File: config.mk
export PLATFORM = sky130hd
export DESIGN_NAME = ntc_front
export DESIGN_NICKNAME = d
export VERILOG_FILES = /design/src/rtl/ntc_pkg.sv /design/src/rtl/ntc_front.sv
export SDC_FILE = /design/constraint.sdc
export NUM_CORES = 2
export LEC_CHECK = 0
export BUFFER_PORTS_ARGS = -buffer_cell sky130_fd_sc_hd__clkbuf_2
export CAP_MARGIN = 40
export CORE_MARGIN = 1.5
export CORE_UTILIZATION = 40
export CTS_BUF_LIST = sky130_fd_sc_hd__clkbuf_4 sky130_fd_sc_hd__clkbuf_8 sky130_fd_sc_hd__clkbuf_16
export DETAILED_ROUTE_END_ITERATION = 7
export HOLD_SLACK_MARGIN = 0.02
export PLACE_DENSITY = 0.63
export RECOVER_POWER = 100
export SYNTH_ARGS = -nofsm -noshare
export SYNTH_HDL_FRONTEND = slang
export SYNTH_SLANG_ARGS = --single-unit
export TNS_END_PERCENT = 5
File: constraint.sdc
create_clock -name clk -period 11 [get_ports clk]
set_input_delay 2.2 -clock clk [delete_from_list [all_inputs] [get_ports clk]]
set_output_delay 2.2 -clock clk [all_outputs]
set_load 0.1 [all_outputs]
File: src/rtl/ntc_pkg.sv
// ntc_pkg: shared widths, status codes, word types and log2 table entry function
// for the ntc thermistor read-out; depends on nothing
package ntc_pkg;

	localparam int VIN_W  = 24;
	localparam int UV_W   = 23;
	localparam int NUM_W  = 43;
	localparam int LOG_W  = 36;
	localparam int L2_W   = 38;
	localparam int PROD_W = 62;
	localparam int MAG_W  = 61;
	localparam int INV_W  = 63;
	localparam int RES_W  = 20;
	localparam int TEMP_W = 14;
	localparam int ST_W   = 3;
	localparam int CFG_W  = 20;
	localparam int ADDR_W = 3;

	localparam logic [ST_W-1:0] ST_OK   = 3'd0;
	localparam logic [ST_W-1:0] ST_BUS  = 3'd1;
	localparam logic [ST_W-1:0] ST_NEG  = 3'd2;
	localparam logic [ST_W-1:0] ST_OPEN = 3'd3;
	localparam logic [ST_W-1:0] ST_IMPL = 3'd4;

	localparam logic [ADDR_W-1:0] REG_SUPPLY  = 3'd0;
	localparam logic [ADDR_W-1:0] REG_FIXED   = 3'd1;
	localparam logic [ADDR_W-1:0] REG_BETA    = 3'd2;
	localparam logic [ADDR_W-1:0] REG_NOMINAL = 3'd3;
	localparam logic [ADDR_W-1:0] REG_NOM_CK  = 3'd4;
	localparam logic [ADDR_W-1:0] REG_OFFSET  = 3'd5;

	localparam logic [23:0]      LN2_Q24   = 24'd11629080;
	localparam logic [MAG_W-1:0] SCALE_NUM = MAG_W'(100) << 54;
	localparam logic [RES_W-1:0] RES_MAX   = 20'd1000000;
	localparam logic [18:0]      OPEN_OHM  = 19'd500000;

	typedef struct packed {
		logic [12:0]        supply_mv;
		logic [19:0]        fixed_ohm;
		logic [13:0]        beta_kelvin;
		logic [19:0]        nominal_ohm;
		logic [15:0]        nominal_centikelvin;
		logic signed [13:0] offset_centideg;
	} cfg_t;

	typedef struct packed {
		logic             calc;
		logic [ST_W-1:0]  status;
		logic [NUM_W-1:0] num;
		logic [UV_W-1:0]  uv;
	} front_word_t;

	typedef struct packed {
		logic [TEMP_W-1:0] temperature;
		logic [RES_W-1:0]  resistance;
		logic [ST_W-1:0]   status;
		logic              disconnected;
	} result_word_t;

	// log2(1 + i/2^tb) in q30 by repeated squaring
	function automatic logic [30:0] log_entry(int unsigned tb, int unsigned i);
		logic [63:0] y;
		logic [30:0] acc;
		y = 64'd1073741824 + (64'(i) << (30 - tb));
		acc = '0;
		if (y >= 64'd2147483648) begin
			return 31'd1073741824;
		end
		for (int k = 1; k <= 30; k++) begin
			y = (y * y) >> 30;
			if (y >= 64'd2147483648) begin
				y = y >> 1;
				acc[30-k] = 1'b1;
			end
		end
		return acc;
	endfunction

endpackage

File: src/rtl/ntc_front.sv
// ntc_front: takes voltage words, range checks them and forms the divider numerator
// depends on ntc_pkg
module ntc_front (
	input  logic                           clk,
	input  logic                           arst_n,
	input  ntc_pkg::cfg_t                  cfg,
	input  logic                           push,
	input  logic [ntc_pkg::VIN_W-1:0]      voltage_uv,
	output logic                           full,
	output logic                           out_push,
	output ntc_pkg::front_word_t           out_word,
	input  logic                           out_full
);
	localparam int UW = ntc_pkg::UV_W;
	localparam int NW = ntc_pkg::NUM_W;

	logic                      en, accept;
	logic [UW-1:0]             vcc_q, short_q;
	logic                      vld_s1, vld_s2, vld_s3;
	logic [ntc_pkg::VIN_W-1:0] v_s1;
	logic [ntc_pkg::ST_W-1:0]  st_s2, st_s3, st_c;
	logic                      calc_s2, calc_s3, calc_c;
	logic [UW-1:0]             uv_s2, diff_s2, uv_s3;
	logic [NW-1:0]             num_s3;
	logic [NW-2:0]             lim_s3;
	logic                      cfg_zero;

	assign en       = !(vld_s3 && out_full);
	assign full     = !en;
	assign accept   = push && en;
	assign cfg_zero = (cfg.nominal_ohm == '0) || (cfg.beta_kelvin == '0)
		|| (cfg.nominal_centikelvin == '0);

	// supply in microvolts and the short threshold
	always_ff @(posedge clk) begin
		vcc_q   <= UW'(cfg.supply_mv) * UW'(1000);
		short_q <= UW'(cfg.supply_mv) * UW'(990);
	end

	always_comb begin
		calc_c = 1'b0;
		st_c   = ntc_pkg::ST_OK;
		if ($signed(v_s1) < -24'sd500000) st_c = ntc_pkg::ST_BUS;
		else if (v_s1[ntc_pkg::VIN_W-1]) st_c = ntc_pkg::ST_NEG;
		else if (v_s1[UW-1:0] < UW'(50000)) st_c = ntc_pkg::ST_OPEN;
		else if (v_s1[UW-1:0] >= short_q) st_c = ntc_pkg::ST_IMPL;
		else calc_c = 1'b1;
	end

	always_ff @(posedge clk or negedge arst_n) begin
		if (!arst_n) begin
			vld_s1 <= 1'b0;
			vld_s2 <= 1'b0;
			vld_s3 <= 1'b0;
		end else if (en) begin
			vld_s1 <= accept;
			vld_s2 <= vld_s1;
			vld_s3 <= vld_s2;
		end
	end

	always_ff @(posedge clk) begin
		if (en) begin
			v_s1    <= voltage_uv;
			st_s2   <= st_c;
			calc_s2 <= calc_c;
			uv_s2   <= v_s1[UW-1:0];
			diff_s2 <= vcc_q - v_s1[UW-1:0];
			num_s3  <= NW'(cfg.fixed_ohm) * NW'(diff_s2);
			lim_s3  <= (NW - 1)'(ntc_pkg::OPEN_OHM) * (NW - 1)'(uv_s2);
			uv_s3   <= uv_s2;
			st_s3   <= st_s2;
			calc_s3 <= calc_s2;
		end
	end

	always_comb begin
		out_word.calc   = calc_s3;
		out_word.status = st_s3;
		out_word.num    = num_s3;
		out_word.uv     = uv_s3;
		if (calc_s3) begin
			if (num_s3 > NW'(lim_s3)) out_word.status = ntc_pkg::ST_OPEN;
			else if (num_s3 == '0 || cfg_zero) out_word.status = ntc_pkg::ST_IMPL;
		end
	end

	assign out_push = vld_s3 && !out_full;
endmodule

==> run_results.csv <==
group,metric,value,unit
global_routing,grt_start_max_net_pins,69,
placement,dpl.hpwl,64800,um
floorplanning,start_util,40.4,%
clocking,cts_setup_buffers,0,
global_routing,grt_pass1_vias,24474,
clocking,clk_path_buf_depth,3,
timing,finalSetupTns,0,ns
timing,rsz0062_at_grt,"no",
clocking,cts_htree_levels,1,
clocking,worst_skew_pair.late_latency,0.56,ns
global_routing,grt_first_pass_wirelength,130000,um
floorplanning,dieHeight,293,um
timing,worstMarginPinSlew,3.51,ns
yosys,seq_area_frac_synth,18.4,%
setup_path,endpoint_kind,"flip-flop",
clocking,cts_root_buf,"clkbuf_16",
timing,finClkSkew,0.0371,ns
yosys,yosysTopAreaCell,"fa_1",
yosys,async_flop_share,1.36,%
cells_and_area,diodes,0,
floorplanning,rows,106,
yosys,yosysWarnings,0,
timing,setup_viol,0,
timing,final_max_slew_viol_count,188,
setup_path,crit_type,"primary input to flip-flop",
timing,finalHoldViolations,0,
yosys,ys_types,72,
clocking,ctsResizeCount,0,
setup_path,cp_max_fo,23,
placement,place.gp.congestion,0.925,
worst_hold_path,hold_class,"flip-flop to flip-flop",
global_routing,grt_use_total,18.9,%
run_status,status,"finished, violations left",
route,vias_per_cell,5.04,
cells_and_area,drive_gt1_share,4.80,%
clocking,cts_hold_buffers,0,
yosys,synth_edf_count,177,
run_status,violations,"capacitance limit, slew limit",
yosys,synthTopCellsByCount,"inv_1, fa_1, ha_1, nand2_1, and2_1",
timing,slew_headroom,-134,%
clocking,cts.sinks,221,
yosys,synth_ff_type,"edfxtp_1",
clocking,cts_made_buffers,24,
yosys,netlist_area,33800,sq um
yosys,synthTopCellsByArea,"fa_1, ha_1, edfxtp_1, inv_1, and2_1",
global_routing,antenna_found_initial,4,
route,vias,23389,
route,drc,0,
timing,fin_crit_sh,84.5,%
route,dr.pass1.iters,5,
yosys,syn_area_per_cell,9.89,sq um
cells_and_area,area_delta_synth_final,8.10,%
placement,placement.io_buffers,182,
global_routing,grt_overflow_total,0,
yosys,syn_inst,3414,
yosys,synth_top_area_share,32.4,%
floorplanning,coreArea,83600,sq um
setup_path,worstPathRequired,11.26,ns
timing,max_freq,0.108,GHz
timing,finalCriticalPeriod,9.29,ns
setup_path,critPathLaunchType,"primary input",
route,drt_iter0_markers,1163,
yosys,ys_ff_latch,221,
yosys,syn-num-nets,4533,
clocking,cts_tree,"done",
flow_run,max_cap_violations,4,
setup_path,crit_arrival,9.55,ns
route,wl_per_cell,17.0,um
floorplanning,fp.dieW,293,um
floorplanning,pin_count,197,
floorplanning,dieArea,86100,sq um
route,ant_nets,0,
cells_and_area,num-fill-cells,8114,
cells_and_area,nets,4666,
clocking,cts.reportedPaths.clkPinSlew,0.06,ns
route,finalWirelength,78800,um
yosys,synth.most_common_cell,"inv_1",
==> cells by family after synthesis <==
family / share of synthesized area (%)
AO/OA/AOI/OAI: 7.26
XOR/XNOR: 3.11
adder cells (fa/ha/maj): 49.0
buffers and inverters: 10.1
flip-flops: 18.4
multiplexers: 0.126
AND/OR/NAND/NOR: 12.0
==> worst max-delay path: stages <==
cell and delay, ns:
clkbuf_1 0.70, and2_0 0.27, fa_1 0.45, fa_1 0.52, inv_1 0.06, fa_1 0.52, inv_1 0.06, fa_1 0.51
fa_1 0.44, fa_1 0.56, inv_1 0.06, fa_1 0.53, inv_1 0.04, ha_1 0.39, a21oi_1 0.20, o21ai_0 0.20
nor2_1 0.17, inv_1 0.06, a311o_1 0.28, a211oi_1 0.55, a311oi_1 0.27, nor3_1 0.34, o211ai_1 0.14
==> through the flow <==
stage	std cells	instance area, sq um	hold WS (ns)	setup WS, ns	utilization (%)
2_1_floorplan	3414	33800	0.400	0.753	-
3_3_place_gp	4600	35800	0.402	1.68	42.9
3_5_place_dp	4601	35800	0.405	1.65	42.9
4_1_cts	4643	36700	0.418	2.20	43.9
5_1_grt	4643	36500	0.428	1.11	43.7
6_report	4643	36500	0.417	1.71	43.7
==> path summary, 6_finish.rpt <==
kind | start | end | slack, ns | cells past startpoint
min | st_s2[2] | st_s3[2] | 0.42 | 0
min in group asynchronous | arst_n | vld_s2 | 1.45 | 1
max reg2reg | uv_s2[0] | num_s3[42] | 2.94 | 22
min reg2reg | st_s2[2] | st_s3[2] | 0.42 | 0
max | cfg[67] | num_s3[42] | 1.71 | 23
max in group asynchronous | arst_n | vld_s3 | 9.39 | 1
==> state kept, by name, summed over array words and instances, names as in the netlist, 3 cells and up <==
register and cells:
diff_s2 22, lim_s3 34, num_s3 43, short_q 22, st_s2 3, st_s3 3
uv_s2 23, uv_s3 23, v_s1 24, vcc_q 19
==> cell type report <==
cell class | instances | area [sq um] | area share, %
flip-flops and latches | 221 | 6210 | 17.0
well taps | 1080 | 1350 | 3.70
inverters | 802 | 3010 | 8.25
clock buffers | 31 | 677 | 1.86
multi-input cells | 2290 | 24100 | 66.1
repair buffers | 208 | 986 | 2.70
clock inverters | 11 | 145 | 0.398
==> placed cells by master, fill, tap and decap left out, types with 8 or more instances in the layout <==
cell type / instances
a2111oi_0: 8
a211oi_1: 14
a21o_1: 72
a21oi_1: 112
a31oi_1: 13
and2_0: 8
and2_1: 229
and3_1: 16
buf_4: 22
clkbuf_1: 88
clkbuf_16: 25
clkbuf_2: 98
dfxtp_1: 41
edfxtp_1: 177
fa_1: 547
ha_1: 447
inv_1: 801
nand2_1: 282
nand2b_1: 15
nand3_1: 26
nand4_1: 31
nor2_1: 75
nor2b_1: 23
nor3_1: 36
nor4_1: 28
o211ai_1: 9
o21a_1: 18
o21ai_0: 69
o21bai_1: 15
xnor2_1: 85
xor2_1: 35
==> metal layers <==
| metal | up-vias | part of all wire, % | global-route usage, % |
|---|---|---|---|
| met1 | 11816 | 45 | 25.5 |
| met5 | - | 0.037 | 0 |
| li1 | 11019 | - | - |
| met4 | 6 | 1.9 | 3.18 |
| met3 | 81 | 4.5 | 2.05 |
| met2 | 467 | 49 | 33.2 |
Power is not shown: default switching activity piles up to over one toggle a cycle in this logic, so the estimate is an artifact.
