[src/rtl/ntc_fifo.sv]
// ntc_fifo: small flop-based first-in first-out queue
// depends on nothing; DEPTH must be a power of two
module ntc_fifo #(
	parameter int WIDTH = 8,
	parameter int DEPTH = 4
) (
	input  logic             clk,
	input  logic             arst_n,
	input  logic             push,
	input  logic [WIDTH-1:0] din,
	output logic             full,
	input  logic             pop,
	output logic [WIDTH-1:0] dout,
	output logic             empty
);
	localparam int AW = $clog2(DEPTH);
	localparam int CW = $clog2(DEPTH + 1);

	logic [WIDTH-1:0] mem_q [DEPTH];
	logic [AW-1:0]    wr_q, rd_q;
	logic [CW-1:0]    cnt_q;
	logic             do_push, do_pop;

	assign full    = (cnt_q == CW'(DEPTH));
	assign empty   = (cnt_q == '0);
	assign do_push = push && !full;
	assign do_pop  = pop && !empty;
	assign dout    = mem_q[rd_q];

	always_ff @(posedge clk or negedge arst_n) begin
		if (!arst_n) begin
			wr_q  <= '0;
			rd_q  <= '0;
			cnt_q <= '0;
		end else begin
			if (do_push) wr_q <= wr_q + 1'b1;
			if (do_pop) rd_q <= rd_q + 1'b1;
			if (do_push && !do_pop) cnt_q <= cnt_q + 1'b1;
			else if (do_pop && !do_push) cnt_q <= cnt_q - 1'b1;
		end
	end

	always_ff @(posedge clk) begin
		if (do_push) mem_q[wr_q] <= din;
	end
endmodule

[config.mk]
export PLATFORM = sky130hd
export DESIGN_NAME = ntc_fifo
export DESIGN_NICKNAME = d
export VERILOG_FILES = /design/src/rtl/ntc_fifo.sv
export SDC_FILE = /design/constraint.sdc
export NUM_CORES = 1
export LEC_CHECK = 0
export ABC_AREA = 1
export BUFFER_PORTS_ARGS = -buffer_cell sky130_fd_sc_hd__buf_4
export CAP_MARGIN = 20
export CORE_MARGIN = 1
export CORE_UTILIZATION = 55
export DETAILED_ROUTE_END_ITERATION = 12
export PLACE_DENSITY_LB_ADDON = 0.08
export SYNTH_ARGS = -nofsm -noshare
export SYNTH_HDL_FRONTEND = slang
export SYNTH_SLANG_ARGS = --single-unit
[constraint.sdc]
create_clock -name clk -period 5.7 [get_ports clk]
set_clock_uncertainty 0.15 [all_clocks]
set_input_delay 0.855 -clock clk [delete_from_list [all_inputs] [get_ports clk]]
set_output_delay 0.855 -clock clk [all_outputs]
set_load 0.01 [all_outputs]
==> results of run 1 <==
-- cells in the final DEF, fill, tap and decap left out --
cell type	n
fa_1	1
inv_2	2
inv_1	32
nor2_1	4
o21ai_0	1
buf_4	21
o211ai_1	16
clkinv_2	1
xnor2_1	1
ha_1	5
edfxtp_1	32
clkbuf_8	1
nand2_1	41
clkbuf_4	5
nand3_1	7
clkbuf_1	1
nand4_1	1
dfrtp_1	7
-- through the flow --
stage / cell area [um2] / setup WS [ns]
after floorplan: 1730 / 3.58
after global placement: 1900 / 3.40
after detailed placement: 1900 / 3.35
after CTS: 1960 / 3.07
after global routing: 1960 / 2.90
final: 1960 / 3.09
-- cells in the mapped netlist --
library cell,instances,share of area [%]
ha_1,5,3.6
nand3_1,7,2.0
nand2_1,41,8.9
nand4_1,1,0.36
o211ai_1,16,6.9
clkbuf_8,1,0.79
fa_1,1,1.2
inv_2,2,0.43
edfxtp_1,32,55
nor2_1,4,0.87
dfrtp_1,7,10
o21ai_0,1,0.29
buf_6,2,1.3
inv_1,32,6.9
xnor2_1,1,0.51
buf_4,1,0.43
-- sequential cells by signal, indices dropped and copies added (netlist names) --
signal and count:
mem_q 32, cnt_q 3, wr_q 2, rd_q 2
-- cells by family (layout without fill, tap and decap cells) --
group                    count (synthesis)  count (layout)  share of synthesized area (%)
AND/OR/NAND/NOR                         53              53                           12.1
flip-flops                              39              39                           65.5
buffers and inverters                   38              63                           9.88
AO/OA/AOI/OAI                           17              17                           7.22
adder cells (fa/ha/maj)                  6               6                           4.76
XOR/XNOR                                 1               1                          0.505
-- critical path: cells and delay by family (launching register included) --
family / cells / cell delay, ns
compound gates: 1 / 0.11
buf+inv: 2 / 0.53
flops: 1 / 0.43
simple gates: 2 / 0.20
-- area by class of cell --
type | count | area [um2] | share of cell area [%]
Clock buffer | 7 | 55.1 | 2.80
Multi-Input combinational cell | 77 | 427 | 21.7
Inverter | 34 | 128 | 6.50
Tap cell | 44 | 55.1 | 2.80
Sequential cell | 39 | 1140 | 57.9
Timing Repair Buffer | 21 | 158 | 8.03
Clock inverter | 1 | 5.00 | 0.255
-- per-layer routing --
layer	share of wire [%]	track usage [%]
met5	0	0
met3	6.0	5.80
met1	46	25.6
met2	46	29.2
met4	2.1	11.2
-- final timing paths --
check | slack [ns] | start | cells after the start | to
max | 3.09 | rd_q[0]$_DFFE_PN0P_ | 5 | dout[1]
max in group asynchronous | 5.11 | arst_n | 1 | wr_q[0]$_DFFE_PN0P_
max reg2reg | 3.61 | cnt_q[0]$_DFFE_PN0P_ | 11 | cnt_q[2]$_DFFE_PN0P_
min reg2reg | 0.38 | cnt_q[2]$_DFFE_PN0P_ | 2 | cnt_q[2]$_DFFE_PN0P_
min | 0.16 | arst_n | 1 | rd_q[1]$_DFFE_PN0P_
min in group clk | 0.38 | cnt_q[2]$_DFFE_PN0P_ | 2 | cnt_q[2]$_DFFE_PN0P_
-- power by group through the flow --
stage / clock [mW] / sequential, mW / combinational [mW]
final: 0.143 / 0.428 / 0.377
after global routing: 0.158 / 0.435 / 0.435
after CTS: 0.145 / 0.429 / 0.385
after detailed placement: 0 / 0.435 / 0.384
after global placement: 0 / 0.432 / 0.368
after floorplan: 0 / 0.414 / 0.282
==> out/qor.yml, run 1 <==
floorplanning:
  chipHeight_um: 58.2
  core_area_um2: 3030
  fp.dieW_um: 58.2
  boundaryPins: 22
  initial_core_util_pct: 57.3
  row_count: 20
  fp.dieArea_um2: 3380
setup_path:
  cp_max_fo: 33
  required_ns: 4.70
  slowest_stage: "dfrtp_1"
  crit_chain: "inv_2, nand2_1, o211ai_1, nand2_1, buf_4"
  worstSetupStartpointType: "flip-flop"
  crit_type: "flip-flop to primary output"
  crit_path_max_incr_delay_ns: 0.43
  crit_top_cell: "nand2_1"
  worstPathArrival_ns: 1.60
  critPathCaptureType: "primary output"
placement:
  place_hpwl_mm: 1.96
  gp_congestion: 0.718
  io_buffers: 21
  dp_cells: 215
routing:
  wire_per_inst_um: 12.5
  detail-route-antenna-nets: 0
  drc_errors: 0
  avgViaCountPerCell: 4.88
  drt_iter0_markers: 43
  firstDrtPassIters: 6
  vias: 1089
  wl_mm: 2.80
clocking:
  cts_sinks: 39
  cts_tree: "built"
  clk-insertion-delay-late_ns: 0.33
  post_cts_buffers: 0
  cts_resized: 0
  cts_buffers: 5
  clk_pin_slew_ns: 0.10
  cts_buffer_depth: 2
  cts_max_level: 2
  postCtsHoldBufs: 0
  cts-root-buf: "clkbuf_4"
finish:
  final_cells: 223
  fillers: 253
  post-route-util_pct: 64.8
  final_nets: 196
  area_growth_pct: 13.2
  n_antenna_cell: 0
  drive_above_1_share_pct: 16.8
logic_synthesis:
  synth_seq_area_share_pct: 65.5
  synth.net_count: 172
  syn-cell-area_um2: 1730
  ys_ff_latch: 39
  syn_area_per_cell_um2: 11.3
  yosysWarnings: 0
  synth_cell_types: 16
  synthCells: 154
sta:
  max_freq_mhz: 383
  rsz0062_at_grt: "no"
  post-route-min-period_ns: 2.61
  holdWs_ns: 0.163
  setup-tns-final_ns: 0
  finalSetupViolCount: 0
  final_hold_viol_count: 0
  tightest_slew_ns: 0.845
  relSlewSlack_pct: 43.4
  drv_slew: 0
  period_share_pct: 45.8
flow_run:
  drv_cap: 0
power_and_ir_drop:
  power_mw: 0.948
  p_sw_share_pct: 37.1
  power_density_nw_per_um2: 483
  p_switching_mw: 0.352
  p_seq_share_pct: 45.2
  clkPwrFrac_pct: 15.1
  p_int_mw: 0.596
  p_comb_share_pct: 39.8
  ir_worst_vdd_mv: 0.267
  leakage_nw: 0.894
grt:
  grt_max_degree: 34
  grt_pass1_vias: 1054
  grt_pass1_wl_mm: 4.72
  overflow: 0
  antenna_found_initial: 0
  grt.total_usage_pct: 19.6
outcome:
  outcome: "completed"
min_path:
  hold_class: "input port to async pin"
Power figures use the tool's default switching activity.
==> inputs of run 2 (changes only) <==
clock period = 2.5 ns   (was 5.7 ns; I/O delays follow)
==> run 2 against run 1 <==
Power up 130%. Count of clock-buffer cells in the layout is 2 lower. Non-clock buffer count rose by 5. Largest cell class unchanged. Highest routed layer unchanged.
==> out/qor.yml, run 2 (synthesized netlist as in run 1, its figures left out) <==
setup_path:
  crit_top_cell: "nand2_1"  # unchanged
  r2r_slack_ns: 0.42  # was 3.61 ns
  crit_type: "flip-flop to primary output"  # unchanged
  r2r_start: "cnt_q[1]$_DFFE_PN0P_"  # was cnt_q[0]$_DFFE_PN0P_
  worstPathBufferInverterCount: 2  # unchanged
  worstSetupStartpointType: "flip-flop"  # unchanged
  reg2regPathDepth: 9  # was 11
  cp_max_fo: 33  # unchanged
  slowest_stage: "dfrtp_1"  # unchanged
  worstPathArrival_ns: 1.62  # was 1.60 ns
  crit_path_max_incr_delay_ns: 0.43  # about the same
  crit_family: "buffers and inverters"  # unchanged
  reg2reg_to: "cnt_q[1]$_DFFE_PN0P_"  # was cnt_q[2]$_DFFE_PN0P_
  required_ns: 1.98  # was 4.70 ns
  crit_chain: "inv_2, nand2_1, o211ai_1, nand2_1, buf_4"  # unchanged
  critPathCaptureType: "primary output"  # unchanged
sta:
  relSlewSlack_pct: 67.2  # was 43.4%
  finalSetupViolCount: 0  # unchanged
  setup-tns-final_ns: 0  # unchanged
  max_freq_mhz: 467
  tightest_slew_ns: 0.491  # was 0.845 ns
  rsz0062_at_grt: "no"  # unchanged
  period_share_pct: 85.7
  final_hold_viol_count: 0  # unchanged
  holdWs_ns: 0.0570  # was 0.163 ns
  post-route-min-period_ns: 2.14
  drv_slew: 0  # unchanged
finish:
  largest_register_ffs: 32  # unchanged
  drive_above_1_share_pct: 19.0  # was 16.8%
  final_cells: 228  # was 223
  final_cell_mix: "nand2_1 (41), inv_1 (32), edfxtp_1 (32)"  # unchanged
  final_common_cell: "nand2_1"  # unchanged
  n_antenna_cell: 0  # unchanged
  area_growth_pct: 15.6  # was 13.2%
  final_nets: 201  # was 196
  top_regs: "mem_q (32), cnt_q (3)"  # unchanged
  top_register: "mem_q"  # unchanged
clocking:
  cts_sinks: 39  # unchanged
  cts_resized: 0  # unchanged
  cts_buffer_depth: 2  # unchanged
  cts_buffers: 5  # unchanged
  cts-root-buf: "clkbuf_4"  # unchanged
  clk_pin_slew_ns: 0.13  # was 0.10 ns
  post_cts_buffers: 0  # unchanged
  cts_tree: "built"  # unchanged
  clk-insertion-delay-late_ns: 0.35  # was 0.33 ns
  cts_max_level: 2  # unchanged
routing:
  wire_per_inst_um: 12.7  # was 12.5 um
  drc_errors: 0  # unchanged
  avgViaCountPerCell: 4.89  # was 4.88
  vias: 1114  # was 1089
  detail-route-antenna-nets: 0  # unchanged
  wl_mm: 2.91  # was 2.80 mm
  firstDrtPassIters: 4  # was 6
  drt_iter0_markers: 38  # was 43
grt:
  grt_pass1_wl_mm: 4.89  # was 4.72 mm
  grt_pass1_vias: 1076  # was 1054
  antenna_found_initial: 0  # unchanged
  grt.total_usage_pct: 20.7  # was 19.6%
  grt_max_degree: 34  # unchanged
  overflow: 0  # unchanged
placement:
  io_buffers: 21  # unchanged
  place_hpwl_mm: 2.04  # was 1.96 mm
  gp_congestion: 0.758  # was 0.718
  dp_cells: 219  # was 215
flow_run:
  drv_cap: 0  # unchanged
floorplanning:
  core_area_um2: 3030  # unchanged
  initial_core_util_pct: 57.3  # unchanged
  row_count: 20  # unchanged
  boundaryPins: 22  # unchanged
  fp.dieArea_um2: 3380  # unchanged
  fp.dieW_um: 58.2  # unchanged
  chipHeight_um: 58.2  # unchanged
min_path:
  holdPathStages: 1
  worstHoldEndpoint: "mem_q[3][4]$_DFFE_PP_"
  hold_class: "input port to flip-flop"  # was input port to async pin
  hold_start: "din[4]"
power_and_ir_drop:
  power_density_nw_per_um2: 1100  # was 483 nW/um2
  leakage_nw: 0.912  # was 0.894 nW
  ir_worst_vdd_mv: 0.646  # was 0.267 mV
outcome:
  outcome: "completed"  # unchanged
-- run 2: changes by cell type in the layout (fill, tap and decap cells not counted) --
| cell | delta |
|---|---|
| clkbuf_8 | -1 |
| clkinvlp_4 | +2 |
| inv_6 | +1 |
| clkinv_2 | -1 |
| clkbuf_1 | -1 |
| dlygate4sd3_1 | +1 |
| buf_4 | +4 |
-- run 2: metrics by stage --
stage / util (%) / instance area, um2 / power (mW) / worst slack, ns
floorplan: - / 1730 / 1.59 / 0.623
global placement: 63.8 / 1930 / 1.84 / 0.540
detailed placement: 63.8 / 1930 / 1.90 / 0.445
CTS: 66.2 / 2000 / 2.24 / 0.329
global route: 66.2 / 2000 / 2.39 / 0.187
finish: 66.2 / 2000 / 2.20 / 0.357
-- run 2: worst max path at each step --
stage	start	to	cells after the start	slack [ns]
3_3_place_gp	cnt_q[0]$_DFFE_PN0P_	cnt_q[1]$_DFFE_PN0P_	9	0.54
6_report	rd_q[0]$_DFFE_PN0P_	dout[1]	5	0.36
3_5_place_dp	cnt_q[1]$_DFFE_PN0P_	cnt_q[1]$_DFFE_PN0P_	9	0.45
4_1_cts	rd_q[0]$_DFFE_PN0P_	dout[1]	5	0.33
5_1_grt	rd_q[0]$_DFFE_PN0P_	dout[1]	5	0.19
2_1_floorplan	cnt_q[0]$_DFFE_PN0P_	cnt_q[1]$_DFFE_PN0P_	9	0.62
-- run 2: layout make-up --
class,count,area (um2)
multi-input combinational,77,427
fill,244,1020
timing repair buffer,26,198
clock inverter,3,23.8
clock buffer,5,37.5
tap,44,55.1
sequential,39,1140
inverter,34,128
-- run 2: worst register-to-register path: cells and delay by family, from the launching register on --
family / cells / cell delay (ns)
AOI/OAI and AO/OA: 1 / 0.07
adders and majority gates: 2 / 0.64
buffers and inverters: 3 / 0.26
DFF: 1 / 0.42
and+or+nand+nor: 3 / 0.43
-- run 2: what timing repair did --
action	4_1_cts	5_1_grt
hold endpoints to repair	7	0
hold buffers	1	0
endpoints found under the setup margin	0	0
-- run 2: power breakdown --
part | switching [mW] | internal (mW)
logic | 0.524 | 0.376
registers | 0.0997 | 0.873
clock network | 0.220 | 0.112
total | 0.844 | 1.36
-- run 2: routing by layer --
layer	global-route usage [%]	wire, um	vias up
met5	0	0	-
met4	10.9	89	0
met2	32.2	1390	31
met3	7.59	119	12
met1	25.3	1310	507
li1	-	-	564
==> inputs of run 3 (changes only) <==
CTS_BUF_LIST = sky130_fd_sc_hd__clkbuf_16   (was unset)
==> run 3 against run 2 <==
Sequential cell count stayed put. Sequential power hardly changed. Final cell count did not move. Critical path type is now flip-flop to flip-flop. Largest power group unchanged. Highest routed layer unchanged.
==> out/qor.yml, run 3 (synthesized netlist as in run 1, its figures left out) <==
power_and_ir_drop:
  leakage_nw: 0.951  # was 0.912 nW
  ir_worst_vdd_mv: 0.715  # was 0.646 mV
  power_density_nw_per_um2: 1190  # was 1100 nW/um2
min_path:
  hold_class: "input port to flip-flop"  # unchanged
setup_path:
  crit_family: "adder cells"  # was buffers and inverters
  crit_type: "flip-flop to flip-flop"  # was flip-flop to primary output
  crit_top_cell: "inv_1"  # was nand2_1
  worstSetupStartpointType: "flip-flop"  # unchanged
  worstPathArrival_ns: 2.07  # was 1.62 ns
  crit_path_max_incr_delay_ns: 0.43  # about the same
  critPathCaptureType: "flip-flop"  # was primary output
  crit_chain: "inv_1, nand3_1, nand2_1, inv_1, ha_1, inv_1, fa_1, nand2_1, o21ai_0"  # was inv_2, nand2_1, o211ai_1, nand2_1, buf_4
  slowest_stage: "fa_1"  # was dfrtp_1
  worstPathBufferInverterCount: 3  # was 2
  cp_max_fo: 7  # was 33
  required_ns: 2.51  # was 1.98 ns
routing:
  drt_iter0_markers: 32  # was 38
  drc_errors: 0  # unchanged
  wl_mm: 2.87  # was 2.91 mm
  detail-route-antenna-nets: 0  # unchanged
  wire_per_inst_um: 12.6  # was 12.7 um
  avgViaCountPerCell: 4.81  # was 4.89
  vias: 1096  # was 1114
  firstDrtPassIters: 4  # unchanged
clocking:
  cts_sinks: 39  # unchanged
  post_cts_buffers: 0  # unchanged
  clk-insertion-delay-late_ns: 0.28  # was 0.35 ns
  cts_buffers: 5  # unchanged
  clk_pin_slew_ns: 0.06  # was 0.13 ns
  cts_buffer_depth: 2  # unchanged
  cts_max_level: 2  # unchanged
  cts-root-buf: "clkbuf_16"  # was clkbuf_4
  cts_tree: "built"  # unchanged
placement:
  place_hpwl_mm: 2.04  # unchanged
  io_buffers: 21  # unchanged
  gp_congestion: 0.758  # unchanged
  post_dp_cell_area_um2: 1930  # unchanged
finish:
  drive_above_1_share_pct: 19.0  # unchanged
  largest_register_ffs: 32  # unchanged
  final_cell_mix: "nand2_1 (41), inv_1 (32), edfxtp_1 (32)"  # unchanged
  design_area_um2: 2090  # was 2000 um2
  top_register: "mem_q"  # unchanged
  area_growth_pct: 20.6  # was 15.6%
  final_nets: 201  # unchanged
  n_antenna_cell: 0  # unchanged
  final_common_cell: "nand2_1"  # unchanged
  top_regs: "mem_q (32), cnt_q (3)"  # unchanged
grt:
  antenna_found_initial: 0  # unchanged
  grt_pass1_wl_mm: 4.86  # was 4.89 mm
  grt.total_usage_pct: 20.0  # was 20.7%
  overflow: 0  # unchanged
  grt_max_degree: 34  # unchanged
  grt_pass1_vias: 1078  # was 1076
floorplanning:
  chipHeight_um: 58.2  # unchanged
  row_count: 20  # unchanged
  fp.dieArea_um2: 3380  # unchanged
  initial_core_util_pct: 57.3  # unchanged
  fp.dieW_um: 58.2  # unchanged
  core_area_um2: 3030  # unchanged
  boundaryPins: 22  # unchanged
sta:
  rsz0062_at_grt: "no"  # unchanged
  post-route-min-period_ns: 2.06  # was 2.14 ns
  relSlewSlack_pct: 67.5  # was 67.2%
  period_share_pct: 82.4  # was 85.7%
  tightest_slew_ns: 0.486  # was 0.491 ns
  setup-tns-final_ns: 0  # unchanged
  finalSetupViolCount: 0  # unchanged
  drv_slew: 0  # unchanged
  final_hold_viol_count: 0  # unchanged
  max_freq_mhz: 485  # was 467 MHz
flow_run:
  drv_cap: 0  # unchanged
outcome:
  outcome: "completed"  # unchanged
[run 3: cell counts in the layout (fill, tap and decap cells not counted)]
No cell type changed its count.
[run 3: cell type report]
type	instances	area (um2)
repair buffers	26	198
clock inverters	3	23.8
multi-input cells	77	427
flip-flops and latches	39	1140
well taps	44	55.1
inverters	34	128
clock buffers	5	125
fillers	236	936
[run 3: routing by layer]
metal	track usage (%)	vias up	share of wire (%)
met1	25.5	503	46
met5	0	-	0
met4	7.82	0	2.2
met2	32.3	23	49
li1	-	561	-
met3	6.25	9	2.9
[run 3: final timing paths]
check                                           from               endpoint  slack, ns  cells after the start
worst min-delay path                          din[4]  mem_q[2][4]$_DFFE_PP_       0.14                      1
worst min register to register   rd_q[0]$_DFFE_PN0P_    rd_q[0]$_DFFE_PN0P_       0.37                      2
worst max register to register  cnt_q[1]$_DFFE_PN0P_   cnt_q[1]$_DFFE_PN0P_       0.44                      9
worst max-delay path            cnt_q[1]$_DFFE_PN0P_   cnt_q[1]$_DFFE_PN0P_       0.44                      9
min in group asynchronous                     arst_n   cnt_q[1]$_DFFE_PN0P_       0.30                      2
max in group asynchronous                     arst_n   cnt_q[2]$_DFFE_PN0P_       1.78                      2
[run 3: metrics by stage]
step	std cells	hold WS, ns	worst slack [ns]	total power [mW]	util (%)
detailed placement	219	0.0440	0.445	1.90	63.8
finish	228	0.142	0.440	2.49	69.1
global route	228	0.136	0.285	2.68	69.1
floorplan	154	-0.0706	0.623	1.59	-
CTS	228	0.139	0.432	2.52	69.1
global placement	219	0.0418	0.540	1.84	63.8
[run 3: power breakdown]
| part | switching [mW] | internal (mW) | leakage (nW) |
|---|---|---|---|
| clock network | 0.246 | 0.372 | 0.0664 |
| logic | 0.525 | 0.376 | 0.507 |
| registers | 0.0995 | 0.875 | 0.378 |
| total | 0.870 | 1.62 | 0.951 |
[run 3: repair_timing]
item                                   in CTS  in global routing
endpoints found under the hold margin       7                  0
resized for setup                           0                  0
hold buffers                                1                  0
